<file path="config.mk">
export PLATFORM = sky130hd
export DESIGN_NAME = rate_monotonic_preemptive_scheduler_core
export DESIGN_NICKNAME = d
export VERILOG_FILES = /design/src/rtl/core/rmps_pkg.sv /design/src/rtl/core/rmps_ram.sv /design/src/rtl/core/rmps_sorted_queue.sv /design/src/rtl/core/rmps_front.sv /design/src/rtl/core/rmps_engine.sv /design/src/rtl/core/rate_monotonic_preemptive_scheduler_core.sv
export SDC_FILE = /design/constraint.sdc
export NUM_CORES = 2
export LEC_CHECK = 0
export ABC_AREA = 1
export BUFFER_PORTS_ARGS = -buffer_cell sky130_fd_sc_hd__buf_2
export CAP_MARGIN = 10
export CORE_MARGIN = 2
export CORE_UTILIZATION = 48
export DETAILED_ROUTE_END_ITERATION = 10
export HOLD_SLACK_MARGIN = 0.08
export PLACE_DENSITY = 0.75
export SLEW_MARGIN = 20
export SYNTH_ARGS = -nofsm -noshare
export SYNTH_HDL_FRONTEND = slang
export SYNTH_SLANG_ARGS = --single-unit
</file>
<file path="constraint.sdc">
create_clock -name aclk -period 8.25 [get_ports aclk]
set_input_delay 1.2375 -clock aclk [delete_from_list [all_inputs] [get_ports aclk]]
set_output_delay 1.2375 -clock aclk [all_outputs]
set_load 0.02 [all_outputs]
</file>
<file path="src/rtl/core/rmps_pkg.sv">
// Shared types and codes of the rate-monotonic scheduler core.
package rmps_pkg;

    localparam int OPCODE_W  = 2;
    localparam int ID_W      = 8;
    localparam int RANK_W    = 8;
    localparam int SERVICE_W = 16;
    localparam int TIME_W    = 32;

    // Input opcodes.
    localparam logic [OPCODE_W-1:0] OP_TICK      = 2'd0;
    localparam logic [OPCODE_W-1:0] OP_PERIODIC  = 2'd1;
    localparam logic [OPCODE_W-1:0] OP_APERIODIC = 2'd2;

    // Result kinds.
    localparam logic EV_DONE = 1'b0;
    localparam logic EV_DROP = 1'b1;

    typedef struct packed {
        logic [OPCODE_W-1:0]  opcode;
        logic [ID_W-1:0]      task_id;
        logic [RANK_W-1:0]    period_rank;
        logic [SERVICE_W-1:0] service_time;
    } in_item_t;

    typedef struct packed {
        logic                 event_kind;
        logic [ID_W-1:0]      done_id;
        logic                 done_periodic;
        logic [TIME_W-1:0]    event_time;
    } out_item_t;

    typedef enum logic [1:0] {
        KIND_TICK,
        KIND_PERIODIC,
        KIND_APERIODIC
    } item_kind_t;

    // Classified request handed from the front end to the engine.
    typedef struct packed {
        item_kind_t           kind;
        logic [ID_W-1:0]      task_id;
        logic [RANK_W-1:0]    period_rank;
        logic [SERVICE_W-1:0] service_time;
    } work_item_t;

    typedef struct packed {
        logic insert;
        logic pop;
    } sq_cmd_t;

    typedef struct packed {
        logic busy;
        logic empty;
        logic full;
    } sq_stat_t;

endpackage

</file>
<file path="src/rtl/core/rmps_ram.sv">
// Generic single-write, single-read RAM with registered read data.
module rmps_ram #(
    parameter int WIDTH = 8,
    parameter int DEPTH = 16
) (
    input  logic                     aclk,
    input  logic                     we,
    input  logic [$clog2(DEPTH)-1:0] waddr,
    input  logic [WIDTH-1:0]         wdata,
    input  logic [$clog2(DEPTH)-1:0] raddr,
    output logic [WIDTH-1:0]         rdata
);

    logic [WIDTH-1:0] mem [DEPTH];

    always_ff @(posedge aclk) begin
        if (we) begin
            mem[waddr] <= wdata;
        end
        rdata <= mem[raddr];
    end

endmodule

</file>
<file path="src/rtl/core/rmps_sorted_queue.sv">
// Rank-sorted circular queue in RAM: pop at the head, insert by shifting from the tail.
module rmps_sorted_queue #(
    parameter int DEPTH    = 16,
    parameter int EW       = 32,
    parameter int RANK_LSB = 16
) (
    input  logic              aclk,
    input  logic              aresetn,
    input  rmps_pkg::sq_cmd_t cmd,
    input  logic [EW-1:0]     wentry,
    output rmps_pkg::sq_stat_t stat,
    output logic [EW-1:0]     rentry
);
    import rmps_pkg::*;

    localparam int AW = $clog2(DEPTH);
    localparam int CW = $clog2(DEPTH + 1);
    localparam int PW = AW + 1;

    typedef enum logic [1:0] {SQ_IDLE, SQ_SCAN, SQ_PUT} sq_state_t;

    sq_state_t       state_reg, state_next;
    logic [AW-1:0]   head_reg, head_next;
    logic [CW-1:0]   count_reg, count_next;
    logic [AW-1:0]   idx_reg, idx_next;
    logic [EW-1:0]   ent_reg, ent_next;

    logic            we;
    logic [AW-1:0]   waddr, raddr;
    logic [EW-1:0]   wdata, rdata;
    logic [PW-1:0]   tail_off;

    // Physical slot of a logical position counted from the head.
    function automatic logic [AW-1:0] phys(input logic [AW-1:0] h, input logic [PW-1:0] off);
        logic [PW-1:0] s;
        s = PW'(h) + off;
        if (s >= PW'(DEPTH)) begin
            s = s - PW'(DEPTH);
        end
        return s[AW-1:0];
    endfunction

    assign tail_off = PW'(count_reg) - PW'(1);

    // Insert scans from the tail one entry a cycle; larger ranks move up one slot.
    always_comb begin
        state_next = state_reg;
        head_next  = head_reg;
        count_next = count_reg;
        idx_next   = idx_reg;
        ent_next   = ent_reg;
        we         = 1'b0;
        waddr      = head_reg;
        wdata      = ent_reg;
        raddr      = head_reg;
        case (state_reg)
            SQ_IDLE: begin
                if (cmd.insert) begin
                    ent_next   = wentry;
                    count_next = count_reg + CW'(1);
                    if (count_reg == '0) begin
                        we    = 1'b1;
                        waddr = head_reg;
                        wdata = wentry;
                    end else begin
                        raddr      = phys(head_reg, tail_off);
                        idx_next   = tail_off[AW-1:0];
                        state_next = SQ_SCAN;
                    end
                end else if (cmd.pop) begin
                    head_next  = phys(head_reg, PW'(1));
                    count_next = count_reg - CW'(1);
                end
            end
            SQ_SCAN: begin
                we    = 1'b1;
                waddr = phys(head_reg, PW'(idx_reg) + PW'(1));
                if (rdata[RANK_LSB +: RANK_W] > ent_reg[RANK_LSB +: RANK_W]) begin
                    wdata = rdata;
                    if (idx_reg == '0) begin
                        state_next = SQ_PUT;
                    end else begin
                        raddr    = phys(head_reg, PW'(idx_reg) - PW'(1));
                        idx_next = idx_reg - AW'(1);
                    end
                end else begin
                    wdata      = ent_reg;
                    state_next = SQ_IDLE;
                end
            end
            SQ_PUT: begin
                we         = 1'b1;
                waddr      = head_reg;
                wdata      = ent_reg;
                state_next = SQ_IDLE;
            end
            default: begin
                state_next = SQ_IDLE;
            end
        endcase
    end

    always_ff @(posedge aclk) begin
        if (!aresetn) begin
            state_reg <= SQ_IDLE;
            head_reg  <= '0;
            count_reg <= '0;
        end else begin
            state_reg <= state_next;
            head_reg  <= head_next;
            count_reg <= count_next;
        end
        idx_reg <= idx_next;
        ent_reg <= ent_next;
    end

    rmps_ram #(
        .WIDTH (EW),
        .DEPTH (DEPTH)
    ) u_ram (
        .aclk  (aclk),
        .we    (we),
        .waddr (waddr),
        .wdata (wdata),
        .raddr (raddr),
        .rdata (rdata)
    );

    assign stat.busy  = (state_reg != SQ_IDLE);
    assign stat.empty = (count_reg == '0);
    assign stat.full  = (count_reg == CW'(DEPTH));
    assign rentry     = rdata;

endmodule

</file>
<file path="src/rtl/core/rmps_front.sv">
// Front end: accepts input requests, classifies them and holds them in a two-entry queue.
module rmps_front (
    input  logic                 aclk,
    input  logic                 aresetn,
    input  logic                 s_valid,
    output logic                 s_ready,
    input  rmps_pkg::in_item_t   s_data,
    output logic                 w_valid,
    input  logic                 w_ready,
    output rmps_pkg::work_item_t w_item
);
    import rmps_pkg::*;

    work_item_t slot_reg [2];
    logic       wr_ptr_reg, rd_ptr_reg;
    logic [1:0] fill_reg;
    logic       accept, keep, take;
    work_item_t cls;

    assign s_ready = (fill_reg != 2'd2);
    assign accept  = s_valid && s_ready;
    assign w_valid = (fill_reg != 2'd0);
    assign w_item  = slot_reg[rd_ptr_reg];
    assign take    = w_valid && w_ready;

    // Unused opcodes change nothing and are not queued.
    always_comb begin
        cls.task_id      = s_data.task_id;
        cls.period_rank  = s_data.period_rank;
        cls.service_time = s_data.service_time;
        cls.kind         = KIND_TICK;
        keep             = accept;
        case (s_data.opcode)
            OP_TICK:      cls.kind = KIND_TICK;
            OP_PERIODIC:  cls.kind = KIND_PERIODIC;
            OP_APERIODIC: cls.kind = KIND_APERIODIC;
            default:      keep     = 1'b0;
        endcase
    end

    always_ff @(posedge aclk) begin
        if (!aresetn) begin
            wr_ptr_reg <= 1'b0;
            rd_ptr_reg <= 1'b0;
            fill_reg   <= 2'd0;
        end else begin
            if (keep) begin
                wr_ptr_reg <= ~wr_ptr_reg;
            end
            if (take) begin
                rd_ptr_reg <= ~rd_ptr_reg;
            end
            fill_reg <= fill_reg + 2'(keep) - 2'(take);
        end
    end

    always_ff @(posedge aclk) begin
        if (keep) begin
            slot_reg[wr_ptr_reg] <= cls;
        end
    end

endmodule

</file>
<file path="src/rtl/core/rmps_engine.sv">
// Back end: server state, preemption decisions, queue commands and the result register.
module rmps_engine #(
    parameter int IDW = 8,
    parameter int SVW = 16
) (
    input  logic                                   aclk,
    input  logic                                   aresetn,
    input  logic                                   cfg_valid,
    output logic                                   cfg_ready,
    input  logic [rmps_pkg::TIME_W-1:0]            cfg_data,
    input  logic                                   w_valid,
    output logic                                   w_ready,
    input  rmps_pkg::work_item_t                   w_item,
    output rmps_pkg::sq_cmd_t                      left_cmd,
    output rmps_pkg::sq_cmd_t                      per_cmd,
    output rmps_pkg::sq_cmd_t                      fifo_cmd,
    output logic [IDW+rmps_pkg::RANK_W+SVW-1:0]    ins_entry,
    input  rmps_pkg::sq_stat_t                     left_stat,
    input  rmps_pkg::sq_stat_t                     per_stat,
    input  rmps_pkg::sq_stat_t                     fifo_stat,
    input  logic [IDW+rmps_pkg::RANK_W+SVW-1:0]    left_rentry,
    input  logic [IDW+rmps_pkg::RANK_W+SVW-1:0]    per_rentry,
    input  logic [IDW+rmps_pkg::RANK_W+SVW-1:0]    fifo_rentry,
    output logic                                   m_valid,
    input  logic                                   m_ready,
    output rmps_pkg::out_item_t                    m_data
);
    import rmps_pkg::*;

    localparam int EW = IDW + RANK_W + SVW;

    typedef enum logic {ENG_IDLE, ENG_POP} eng_state_t;
    typedef enum logic [1:0] {SRC_LEFT, SRC_PER, SRC_FIFO} pop_src_t;

    eng_state_t        state_reg, state_next;
    pop_src_t          src_reg, src_next;
    logic [TIME_W-1:0] time_reg, time_next;
    logic [TIME_W-1:0] end_reg, end_next;
    logic              busy_reg, busy_next;
    logic              run_per_reg, run_per_next;
    logic [IDW-1:0]    run_id_reg, run_id_next;
    logic [RANK_W-1:0] run_rank_reg, run_rank_next;
    logic [SVW-1:0]    run_rem_reg, run_rem_next;
    logic              ap_valid_reg, ap_valid_next;
    logic [EW-1:0]     ap_entry_reg, ap_entry_next;
    logic              m_valid_reg, m_valid_next;
    out_item_t         m_data_reg, m_data_next;

    logic [IDW-1:0]    t_id;
    logic [RANK_W-1:0] t_rank;
    logic [SVW-1:0]    t_rem;
    logic [EW-1:0]     new_entry, saved_entry, start_entry, pop_entry;
    logic [TIME_W-1:0] time_inc;
    logic              do_start, start_per, do_next, queues_busy;

    assign t_id        = w_item.task_id[IDW-1:0];
    assign t_rank      = w_item.period_rank;
    assign t_rem       = w_item.service_time[SVW-1:0];
    assign new_entry   = {t_id, t_rank, t_rem};
    assign saved_entry = {run_id_reg, run_rank_reg, run_rem_reg};
    assign time_inc    = time_reg + TIME_W'(1);
    assign queues_busy = left_stat.busy || per_stat.busy || fifo_stat.busy;
    assign cfg_ready   = 1'b1;

    always_comb begin
        case (src_reg)
            SRC_LEFT: pop_entry = left_rentry;
            SRC_PER:  pop_entry = per_rentry;
            default:  pop_entry = fifo_rentry;
        endcase
    end

    // One request is decided per cycle unless a result waits or a queue is busy; pops add ENG_POP.
    always_comb begin
        state_next    = state_reg;
        src_next      = src_reg;
        time_next     = time_reg;
        end_next      = cfg_valid ? cfg_data : end_reg;
        busy_next     = busy_reg;
        run_per_next  = run_per_reg;
        run_id_next   = run_id_reg;
        run_rank_next = run_rank_reg;
        run_rem_next  = run_rem_reg;
        ap_valid_next = ap_valid_reg;
        ap_entry_next = ap_entry_reg;
        m_valid_next  = m_valid_reg && !m_ready;
        m_data_next   = m_data_reg;
        left_cmd      = '0;
        per_cmd       = '0;
        fifo_cmd      = '0;
        ins_entry     = new_entry;
        w_ready       = 1'b0;
        do_start      = 1'b0;
        start_per     = 1'b0;
        start_entry   = new_entry;
        do_next       = 1'b0;

        case (state_reg)
            ENG_IDLE: begin
                if (w_valid && !m_valid_reg && !queues_busy) begin
                    w_ready = 1'b1;
                    if (time_reg < end_reg) begin
                        case (w_item.kind)
                            KIND_TICK: begin
                                time_next = time_inc;
                                if (time_inc < end_reg && busy_reg) begin
                                    if (run_rem_reg > SVW'(1)) begin
                                        run_rem_next = run_rem_reg - SVW'(1);
                                    end else begin
                                        m_valid_next             = 1'b1;
                                        m_data_next.event_kind   = EV_DONE;
                                        m_data_next.done_id      = ID_W'(run_id_reg);
                                        m_data_next.done_periodic = run_per_reg;
                                        m_data_next.event_time   = time_inc;
                                        do_next                  = 1'b1;
                                    end
                                end
                            end
                            KIND_APERIODIC: begin
                                if (!busy_reg) begin
                                    do_start = 1'b1;
                                end else if (fifo_stat.full) begin
                                    m_valid_next              = 1'b1;
                                    m_data_next.event_kind    = EV_DROP;
                                    m_data_next.done_id       = ID_W'(t_id);
                                    m_data_next.done_periodic = 1'b0;
                                    m_data_next.event_time    = time_reg;
                                end else begin
                                    fifo_cmd.insert = 1'b1;
                                    ins_entry       = {t_id, RANK_W'(0), t_rem};
                                end
                            end
                            KIND_PERIODIC: begin
                                start_per = 1'b1;
                                if (!busy_reg) begin
                                    do_start = 1'b1;
                                end else if (run_per_reg) begin
                                    if (t_rank < run_rank_reg && !left_stat.full) begin
                                        left_cmd.insert = 1'b1;
                                        ins_entry       = saved_entry;
                                        do_start        = 1'b1;
                                    end else if (!per_stat.full) begin
                                        per_cmd.insert = 1'b1;
                                    end else begin
                                        m_valid_next              = 1'b1;
                                        m_data_next.event_kind    = EV_DROP;
                                        m_data_next.done_id       = ID_W'(t_id);
                                        m_data_next.done_periodic = 1'b1;
                                        m_data_next.event_time    = time_reg;
                                    end
                                end else if (ap_valid_reg) begin
                                    m_valid_next              = 1'b1;
                                    m_data_next.event_kind    = EV_DROP;
                                    m_data_next.done_id       = ID_W'(t_id);
                                    m_data_next.done_periodic = 1'b1;
                                    m_data_next.event_time    = time_reg;
                                end else begin
                                    ap_valid_next = 1'b1;
                                    ap_entry_next = saved_entry;
                                    do_start      = 1'b1;
                                end
                            end
                            default: begin
                                time_next = time_reg;
                            end
                        endcase
                    end
                end
            end
            ENG_POP: begin
                do_start    = 1'b1;
                start_entry = pop_entry;
                start_per   = (src_reg != SRC_FIFO);
                state_next  = ENG_IDLE;
            end
            default: begin
                state_next = ENG_IDLE;
            end
        endcase

        // Next task after a completion, in priority order of the waiting stores.
        if (do_next) begin
            if (!left_stat.empty) begin
                left_cmd.pop = 1'b1;
                src_next     = SRC_LEFT;
                state_next   = ENG_POP;
            end else if (!per_stat.empty) begin
                per_cmd.pop = 1'b1;
                src_next    = SRC_PER;
                state_next  = ENG_POP;
            end else if (ap_valid_reg) begin
                ap_valid_next = 1'b0;
                do_start      = 1'b1;
                start_entry   = ap_entry_reg;
                start_per     = 1'b0;
            end else if (!fifo_stat.empty) begin
                fifo_cmd.pop = 1'b1;
                src_next     = SRC_FIFO;
                state_next   = ENG_POP;
            end else begin
                busy_next    = 1'b0;
                run_rem_next = '0;
            end
        end

        if (do_start) begin
            busy_next     = 1'b1;
            run_per_next  = start_per;
            run_id_next   = start_entry[RANK_W+SVW +: IDW];
            run_rank_next = start_entry[SVW +: RANK_W];
            run_rem_next  = start_entry[SVW-1:0];
        end
    end

    always_ff @(posedge aclk) begin
        if (!aresetn) begin
            state_reg    <= ENG_IDLE;
            time_reg     <= '0;
            end_reg      <= '1;
            busy_reg     <= 1'b0;
            ap_valid_reg <= 1'b0;
            m_valid_reg  <= 1'b0;
            run_rem_reg  <= '0;
        end else begin
            state_reg    <= state_next;
            time_reg     <= time_next;
            end_reg      <= end_next;
            busy_reg     <= busy_next;
            ap_valid_reg <= ap_valid_next;
            m_valid_reg  <= m_valid_next;
            run_rem_reg  <= run_rem_next;
        end
        src_reg      <= src_next;
        run_per_reg  <= run_per_next;
        run_id_reg   <= run_id_next;
        run_rank_reg <= run_rank_next;
        ap_entry_reg <= ap_entry_next;
        m_data_reg   <= m_data_next;
    end

    assign m_valid = m_valid_reg;
    assign m_data  = m_data_reg;

endmodule

</file>
<file path="src/rtl/core/rate_monotonic_preemptive_scheduler_core.sv">
// Top level of the preemptive rate-monotonic scheduler with background aperiodic service.
//
//   Channel  Direction  Handshake          Payload
//   s_       in         s_valid/s_ready    in_item_t (opcode, task_id, period_rank, service_time)
//   m_       out        m_valid/m_ready    out_item_t (event_kind, done_id, done_periodic, time)
//   cfg_     in         cfg_valid/cfg_ready end_time write data
//
// A tick or an arrival that needs no queue is decided in ENG_IDLE; a completion that starts a
// queued task also passes ENG_POP for the RAM read of the queue head. A sorted insert shifts
// entries in the one-entry-per-cycle tail scan in the queue RAM.
// Reset is synchronous; queues come up empty with no clearing pass.
// The front queue keeps taking requests into its two slots while a result waits in the output register.
module rate_monotonic_preemptive_scheduler_core #(
    parameter int QUEUE_DEPTH  = 16,
    parameter int ID_BITS      = 8,
    parameter int SERVICE_BITS = 16
) (
    input  logic                          aclk,
    input  logic                          aresetn,
    input  logic                          s_valid,
    output logic                          s_ready,
    input  rmps_pkg::in_item_t            s_data,
    output logic                          m_valid,
    input  logic                          m_ready,
    output rmps_pkg::out_item_t           m_data,
    input  logic                          cfg_valid,
    output logic                          cfg_ready,
    input  logic [rmps_pkg::TIME_W-1:0]   cfg_data
);
    import rmps_pkg::*;

    localparam int IDW = (ID_BITS < ID_W) ? ID_BITS : ID_W;
    localparam int SVW = (SERVICE_BITS < SERVICE_W) ? SERVICE_BITS : SERVICE_W;
    localparam int EW  = IDW + RANK_W + SVW;

    logic          work_valid, work_ready;
    work_item_t    work_item;
    sq_cmd_t       left_cmd, per_cmd, fifo_cmd;
    sq_stat_t      left_stat, per_stat, fifo_stat;
    logic [EW-1:0] ins_entry, left_rentry, per_rentry, fifo_rentry;

    rmps_front u_front (
        .aclk    (aclk),
        .aresetn (aresetn),
        .s_valid (s_valid),
        .s_ready (s_ready),
        .s_data  (s_data),
        .w_valid (work_valid),
        .w_ready (work_ready),
        .w_item  (work_item)
    );

    // Preempted periodic tasks.
    rmps_sorted_queue #(.DEPTH(QUEUE_DEPTH), .EW(EW), .RANK_LSB(SVW)) u_left_q (
        .aclk    (aclk),
        .aresetn (aresetn),
        .cmd     (left_cmd),
        .wentry  (ins_entry),
        .stat    (left_stat),
        .rentry  (left_rentry)
    );

    // Waiting periodic tasks.
    rmps_sorted_queue #(.DEPTH(QUEUE_DEPTH), .EW(EW), .RANK_LSB(SVW)) u_per_q (
        .aclk    (aclk),
        .aresetn (aresetn),
        .cmd     (per_cmd),
        .wentry  (ins_entry),
        .stat    (per_stat),
        .rentry  (per_rentry)
    );

    // Aperiodic tasks; all ranks are equal, so the sorted queue acts as a FIFO.
    rmps_sorted_queue #(.DEPTH(QUEUE_DEPTH), .EW(EW), .RANK_LSB(SVW)) u_fifo_q (
        .aclk    (aclk),
        .aresetn (aresetn),
        .cmd     (fifo_cmd),
        .wentry  (ins_entry),
        .stat    (fifo_stat),
        .rentry  (fifo_rentry)
    );

    rmps_engine #(.IDW(IDW), .SVW(SVW)) u_engine (
        .aclk        (aclk),
        .aresetn     (aresetn),
        .cfg_valid   (cfg_valid),
        .cfg_ready   (cfg_ready),
        .cfg_data    (cfg_data),
        .w_valid     (work_valid),
        .w_ready     (work_ready),
        .w_item      (work_item),
        .left_cmd    (left_cmd),
        .per_cmd     (per_cmd),
        .fifo_cmd    (fifo_cmd),
        .ins_entry   (ins_entry),
        .left_stat   (left_stat),
        .per_stat    (per_stat),
        .fifo_stat   (fifo_stat),
        .left_rentry (left_rentry),
        .per_rentry  (per_rentry),
        .fifo_rentry (fifo_rentry),
        .m_valid     (m_valid),
        .m_ready     (m_ready),
        .m_data      (m_data)
    );

`ifndef NO_ASSERTIONS
    // The engine only takes a request when the result register is free.
    assert property (@(posedge aclk) disable iff (!aresetn)
        (work_valid && work_ready) |-> !m_valid)
        else $error("engine took a request while a result was pending");

    // No request is decided while a queue insert is still shifting entries.
    assert property (@(posedge aclk) disable iff (!aresetn)
        (work_valid && work_ready) |-> !(left_stat.busy || per_stat.busy || fifo_stat.busy))
        else $error("engine took a request during a queue insert");

    // Inserts go only to queues with room.
    assert property (@(posedge aclk) disable iff (!aresetn)
        (left_cmd.insert || per_cmd.insert || fifo_cmd.insert) |->
        !((left_cmd.insert && left_stat.full) || (per_cmd.insert && per_stat.full) ||
          (fifo_cmd.insert && fifo_stat.full)))
        else $error("insert issued to a full queue");
`endif

endmodule

</file>
# Word level (Yosys, flattened, before mapping)

Memories as Yosys holds them, arrays and structs flattened. A register that Yosys moved wholly into a read port is not among the register bits.
Index checks and enable logic that the tools add are counted.
Widths: inputs -> output; s select.

Memories: 4
Logic and storage cells: 446
Register bits after elaboration: 322
Bits in writable memories: 1604
Output and inout bits: 45
Bits of input ports: 71

Bitwise operators: 8
Reduce and logical (&&, ||, !) cells: 66
Add/sub/neg operators: 43
Mux-type cells: 229
Magnitude comparators: 19
Equality and inequality tests: 42

Memory list:

| memory             | depth | bits a word | rd ports | clocked after memory_dff | write ports | line             | source |
|---|---|---|---|---|---|---|---|
| u_fifo_q.u_ram.mem | 16    | 32          | 1        | 1                        | 1           | rmps_ram.sv:14   | `logic [WIDTH-1:0] mem [DEPTH];` |
| u_left_q.u_ram.mem | 16    | 32          | 1        | 1                        | 1           | rmps_ram.sv:14   |  |
| u_per_q.u_ram.mem  | 16    | 32          | 1        | 1                        | 1           | rmps_ram.sv:14   |  |
| u_front.slot_reg   | 2     | 34          | 1        | 1                        | 1           | rmps_front.sv:14 | `work_item_t slot_reg [2];` |

Operators with widths:

| operator              | number |
|---|---|
| $mux 32               | 20 |
| $mux 42               | 9 |
| $pmux 32 s2           | 5 |
| $mux 16               | 12 |
| $mux 4                | 39 |
| $pmux 42 s3           | 1 |
| $mux 1                | 104 |
| $lt 32x32->1          | 2 |
| $ge 5x5->1 const B    | 12 |
| $sub 4x1->4 const B   | 15 |
| $mux 24               | 2 |
| $pmux 4 s2            | 6 |
| $add 4x5->5           | 9 |
| $add 32x1->32 const B | 1 |
| $add 4x1->5 const B   | 6 |
| $mux 5                | 6 |
| $mux 2                | 14 |
| $ne 2x2->1 const B    | 14 |
| $reduce_bool 2->1     | 14 |
| $gt 8x8->1            | 3 |
| $reduce_and 3->1      | 7 |
| $reduce_and 5->1      | 4 |
| $ne 3x3->1 const B    | 6 |
| $gt 16x1->1 const B   | 1 |
| 30 further kinds      | 95 |

# Logic depth before layout (Yosys ltp)

Depth in word-level cells: 16
Depth in mapped cells: 31
Mapped depth without buffers: 31

# Hierarchy

Synthesis repeated with hierarchy kept, for this count alone.

Cell total of the unflattened synthesis: 10069
Area, all modules: 95923.2 µm²

By module, submodules not included:

| module                         | cells an instance | instances | area an instance (µm²) |
|---|---|---|---|
| rmps_ram at u_fifo_q.u_ram ... | 2120              | 2         | 22730.6 |
| rmps_ram at u_left_q.u_ram     | 2121              | 1         | 22738.1 |
| rmps_engine                    | 1506              | 1         | 11389.7 |
| rmps_sorted_queue at u_left_q  | 685               | 1         | 4672.0 |
| rmps_sorted_queue at u_fifo_q  | 683               | 1         | 4399.2 |
| rmps_sorted_queue at u_per_q   | 684               | 1         | 4386.7 |
| rmps_front                     | 150               | 1         | 2876.5 |

# Worst setup path before layout

No wires, ideal clock.

Path type: reg-to-reg
Start: register u_engine.time_reg[0]
End: register u_engine.m_data_reg, in the netlist u_engine.m_data[0] (enable)
Path buffers: 0
Required time: 7.794 ns
Arrival: 5.664 ns
Path slack: 2.130 ns
Stages on the path, launching flop included: 25
Cells stage by stage: dfxtp_1 -> ha_1 -> nand2_1 -> nor2_1 -> nand3_1 -> nor2_1 -> nand2_1 -> nor2_1 -> nand4_1 -> nor2_1 -> nand2_1 -> nor4_1 -> nand3_1 -> nor2_1 -> nand2_1 -> xor2_1 -> inv_1 -> ha_1 -> nand4_1 -> o221ai_1 -> a21oi_1 -> nand3_1 -> nor2_1 -> inv_1 -> a21oi_1

Cells in the longest elaborated chain, start to end: 5
Elaborated cells on any way between the ends: 6
Those cells by class: add/sub: 1; order compare: 2; eq/ne: 1; reduce/logical: 2

RTL lines:

| item                               | line               | source |
|---|---|---|
| from (decl)                        | rmps_engine.sv:37  | `logic [TIME_W-1:0] time_reg, time_next;` |
| from (signal assigned)             | rmps_engine.sv:226 | `time_reg <= time_next;` |
| $add 32x1->32                      | rmps_engine.sv:61  | `assign time_inc = time_reg + TIME_W'(1);` |
| net u_engine.time_inc[30]          | rmps_engine.sv:53  | `logic [TIME_W-1:0] time_inc;` |
| $lt 32x32->1                       | rmps_engine.sv:106 | `if (time_inc < end_reg && busy_reg) begin` |
| $logic_and 1x1->1                  | rmps_engine.sv:106 |  |
| $ne 2x1->1 (no source line)        | --                 |  |
| $reduce_and 12->1 (no source line) | --                 |  |
| to (signal assigned)               | rmps_engine.sv:238 | `m_data_reg <= m_data_next;` |
| to (decl)                          | rmps_engine.sv:47  | `out_item_t m_data_reg, m_data_next;` |

The timed path passes the listed nets, and every way through them passes these cells.
A chain may end at the register's enable or synchronous reset.

# Final worst setup path

Start: register u_engine.time_reg[0]
End: register u_engine.run_rem_reg[8]

Cells in the longest elaborated chain, start to end: 14
Elaborated cells on any way between the ends: 28
Those cells by class: add/sub: 1; order compare: 2; mux: 24; reduce/logical: 1

RTL lines:

| item                      | line               | source |
|---|---|---|
| $add 32x1->32 (*)         | rmps_engine.sv:61  |  |
| net u_engine.time_inc[30] | rmps_engine.sv:53  |  |
| $lt 32x32->1 (*)          | rmps_engine.sv:106 |  |
| $logic_and 1x1->1 (*)     | rmps_engine.sv:106 |  |
| $mux 16                   | rmps_engine.sv:106 |  |
| $mux 16                   | rmps_engine.sv:103 | `case (w_item.kind)` |
| $mux 16                   | rmps_engine.sv:102 | `if (time_reg < end_reg) begin` |
| $mux 16                   | rmps_engine.sv:100 | `if (w_valid && !m_valid_reg && !queues_busy) begin` |
| $mux 16                   | rmps_engine.sv:98  | `case (state_reg)` |
| $mux 16                   | rmps_engine.sv:196 | `end else if (!fifo_stat.empty) begin` |
| $mux 16                   | rmps_engine.sv:191 | `end else if (ap_valid_reg) begin` |
| $mux 16                   | rmps_engine.sv:187 | `end else if (!per_stat.empty) begin` |
| $mux 16                   | rmps_engine.sv:183 | `if (!left_stat.empty) begin` |
| $mux 16                   | rmps_engine.sv:182 | `if (do_next) begin` |
| $mux 16 (*)               | rmps_engine.sv:206 | `if (do_start) begin` |
| to (signal assigned)      | rmps_engine.sv:231 | `run_rem_reg <= run_rem_next;` |
| to (decl)                 | rmps_engine.sv:43  | `logic [SVW-1:0] run_rem_reg, run_rem_next;` |

Mark *: on every way through the listed nets, which the timed path passes. The rest lies on a longest branch.

==> metrics.md <==
| Metric | Value |
|---|---|
| Worst setup SP type | `register` |
| Post-Route Utilization | `53.8%` |
| CTS tree | `yes` |
| GRT overflow | `0` |
| Yosys warns | `0` |
| Sequential power share | `35.8%` |
| PostCTS Resize Cnt | `0` |
| R2R Path End | `u_engine.run_rem_reg[8]$_SDFF_PN0_` |
| Part of the cycle the worst path needs | `78.8%` |
| First-pass DRT Iterations | `9` |
| Deepest clock path buffer count | `3` |
| RSZ-0062 raised after global routing | `no` |
| Crit. End Element | `register` |
| Worst endpoint required time | `8980 ps` |
| Num CTS Buffers | `200` |
| Final TNS setup | `0 ps` |
| Setup ws final | `1750 ps` |
| Dpl ws | `1900 ps` |
| Reg2Reg Depth | `31` |
| Area Growth Syn to Fin | `11.5%` |
| IR Drop Worst-Case VDD | `0.532 mV` |
| Slew Limit Fails | `0` |
| Mapped Nets | `9380` |
| Rel. slew slack | `16.3%` |
| Drt initial violations | `9473` |
| DP Wirelength | `153 mm` |
| Clock period minus worst slack | `6500 ps` |
| Commonest non-fill, non-tap cell in the layout | `edfxtp_1` |
| First-pass GRT wire length | `395 mm` |
| Pin count of the biggest net entering global routing | `257` |
| DIE HEIGHT | `444 µm` |
| Power Dens Cells | `391 nW/µm²` |
| Hold EP | `u_engine.ap_entry_reg[28]$_DFFE_PP_` |
| CP Class | `register to register` |
| Final setup viols | `0` |
| Placed Cells incl. Taps | `11400` |
| DR vias/cell | `5.80` |
| Clock Tree Root | `clkbuf_16` |
| Max cap viols | `0` |
| Final nets | `9355` |
| Setup bufs post-CTS | `0` |
| Cell row count | `161` |
| Ys async rst share | `0%` |
| Cells after Synth | `9150` |
| Initial Util | `48.2%` |
| Leak | `41.8 nW` |
| Crit Path Max Fanout | `19` |
| Depth of the CTS H-tree | `4` |
| Fin. Hold Viols | `0` |
| Share of cells above drive strength 1 | `8.01%` |
| IO Count | `116` |
| Fmax achieved | `154 MHz` |
| Prevailing post-synth register cell | `edfxtp_1` |
| Crit path DAT | `7230 ps` |
| CTS sink count | `2023` |
| Layout Cells excl Fill | `11800` |
| Number of unique standard cell types used by synthesis | `56` |
| Clk slew on worst S/H paths | `70 ps` |
| Outcome | `complete, no violations` |
| Worst skew pair latency | `880 ps` |
| Vias after detailed routing | `68600` |
| Biggest registers after layout | `u_fifo_q.u_ram.mem x512, u_left_q.u_ram.mem x512, u_per_q.u_ram.mem x512` |
| Most frequent cells in the layout | `edfxtp_1 (1805), nand3_1 (1797), nand2_1 (1731), inv_1 (1336), a21oi_1 (334)` |
| Die ar. | `197000 µm²` |
| Initial antenna violation count | `7` |
| Die X | `444 µm` |
| Vias in the first global route | `66100` |
| Pwr Total | `40.5 mW` |
| Post-synth EDFFs | `1805` |
| Mapped Avg Cell Area | `10.1 µm²` |
| Per-cell routed wire length | `22.2 µm` |
| DRC | `0` |
| Antenna viol nets, final | `0` |
| Post-route cell area | `103000 µm²` |
| Hold Path Depth | `0` |
| All-Layer GR Usage | `26.0%` |
| Combinational share of power | `41.1%` |
| Clock network power share | `23.1%` |
| Crit path largest cell delay | `630 ps` |
| Internal Power | `23.4 mW` |
| Core Area | `192000 µm²` |
| Filler Cell Count | `15900` |
| Hold Slack | `453 ps` |
| CP most frequent cell | `nor2_1` |
| Synth Cell Area | `92800 µm²` |
| Port Buf Inserts | `114` |
| R2R Path Start | `u_engine.time_reg[0]$_SDFFE_PN0P_` |
| Sequential fraction of the synthesis area | `63.1%` |
| Cts hold-fix bufs | `0` |
| Worst Max-Slew Pin Slew | `1260 ps` |
| Slowest-stage cell, CP | `inv_1` |
| Placed cell areas | `96400 µm²` |
| Skew final | `64.7 ps` |
| Final wirelength | `263 mm` |
| Switch Pwr | `17.1 mW` |
| Placer Congestion | `0.968` |
| Fraction of power spent switching nets | `42.3%` |
| Hold Crit Class | `register to register` |
| R2R Setup Slk | `1750 ps` |
| Hold path start | `u_engine.run_id_reg[4]$_DFFE_PN_` |
| Seq cells post-synth | `2023` |
## how the worst max path moves through the flow
stage / startpoint / endpoint / slack [ps] / depth (start not counted)
2_1_floorplan: u_engine.time_reg[0]$_SDFFE_PN0P_ / u_engine.m_data[0]$_DFFE_PP_ / 2130 / 24
6_report: u_engine.time_reg[0]$_SDFFE_PN0P_ / u_engine.run_rem_reg[8]$_SDFF_PN0_ / 1750 / 31
3_3_place_gp: u_engine.time_reg[0]$_SDFFE_PN0P_ / u_engine.run_rem_reg[8]$_SDFF_PN0_ / 1910 / 31
4_1_cts: u_engine.time_reg[0]$_SDFFE_PN0P_ / u_engine.run_rem_reg[8]$_SDFF_PN0_ / 1890 / 31
5_1_grt: u_engine.time_reg[0]$_SDFFE_PN0P_ / u_engine.run_rem_reg[8]$_SDFF_PN0_ / 1200 / 31
3_5_place_dp: u_engine.time_reg[0]$_SDFFE_PN0P_ / u_engine.run_rem_reg[8]$_SDFF_PN0_ / 1900 / 31
## cell type report
cell class	instances	area (µm²)	area share, %
well taps	2526	3160	3.06
repair buffers	298	2180	2.11
flip-flops and latches	2023	58600	56.6
inverters	1356	5090	4.93
clock inverters	89	1130	1.09
diodes	3	7.51	0.00726
clock buffers	291	5650	5.46
multi-input cells	5246	27600	26.7
## power by group through the flow
stage	clock network, mW	logic, mW	registers (mW)
2_1_floorplan	0	10.9	14.3
6_report	9.36	16.6	14.5
5_1_grt	9.84	18.1	14.5
3_5_place_dp	0	16.1	14.6
4_1_cts	9.43	16.3	14.4
3_3_place_gp	0	15.7	14.6
## critical path, delay by kind of cell, from the launching register on
kind / cells / cell delay, ps
AO/OA/AOI/OAI: 3 / 630
XOR/XNOR: 1 / 220
adder cells (fa/ha/maj): 2 / 520
buffers and inverters: 5 / 1200
flip-flops: 1 / 420
AND/OR/NAND/NOR: 20 / 3380
## synthesized netlist by cell type (2+ instances only)
| cell | number | area (µm²) |
|---|---|---|
| a211oi_1 | 3 | 22.5 |
| o21ai_0 | 315 | 1580 |
| o2111ai_1 | 69 | 604 |
| nand4_1 | 19 | 119 |
| o21ai_1 | 16 | 80.1 |
| a21oi_1 | 338 | 1690 |
| nand2_1 | 1741 | 6540 |
| dfxtp_1 | 218 | 4360 |
| nor2_2 | 4 | 25.0 |
| nor2_1 | 210 | 788 |
| o22ai_1 | 54 | 338 |
| clkinv_1 | 2 | 7.51 |
| a21o_1 | 4 | 30.0 |
| a32oi_1 | 13 | 114 |
| buf_1 | 42 | 158 |
| nor3_1 | 30 | 150 |
| xor2_1 | 58 | 508 |
| clkbuf_1 | 280 | 1050 |
| or2_2 | 12 | 75.1 |
| nor4_1 | 11 | 68.8 |
| nand3b_1 | 295 | 2210 |
| o21a_1 | 10 | 75.1 |
| edfxtp_1 | 1805 | 54200 |
| buf_4 | 15 | 113 |
| inv_2 | 17 | 63.8 |
| o21ai_2 | 2 | 17.5 |
| inv_1 | 1337 | 5020 |
| o211ai_1 | 8 | 60.1 |
| a32o_1 | 10 | 100 |
| fa_1 | 9 | 180 |
| buf_2 | 188 | 941 |
| a22oi_1 | 3 | 22.5 |
| a31oi_1 | 13 | 81.3 |
| ha_1 | 150 | 1880 |
| nand3_1 | 1797 | 8990 |
| mux2i_1 | 17 | 170 |
| xnor2_1 | 16 | 140 |
## cell families after synthesis
family	count (synthesis)	share of synthesized area, %
buffers and inverters	1881	7.92
multiplexers	17	0.183
AO/OA/AOI/OAI	864	5.25
adder cells (fa/ha/maj)	159	2.22
XOR/XNOR	74	0.699
other	1	0.00404
flip-flops	2023	63.1
AND/OR/NAND/NOR	4131	20.6
## layer usage
layer	share of wire [%]	global-route usage, %	up-vias
li1	-	-	31100
met1	38	33.9	33000
met2	47	41.9	3708
met3	9.6	4.38	697
met4	5.4	13.7	0
met5	0	0	-
Note: power is estimated with default switching activity, not from simulation.
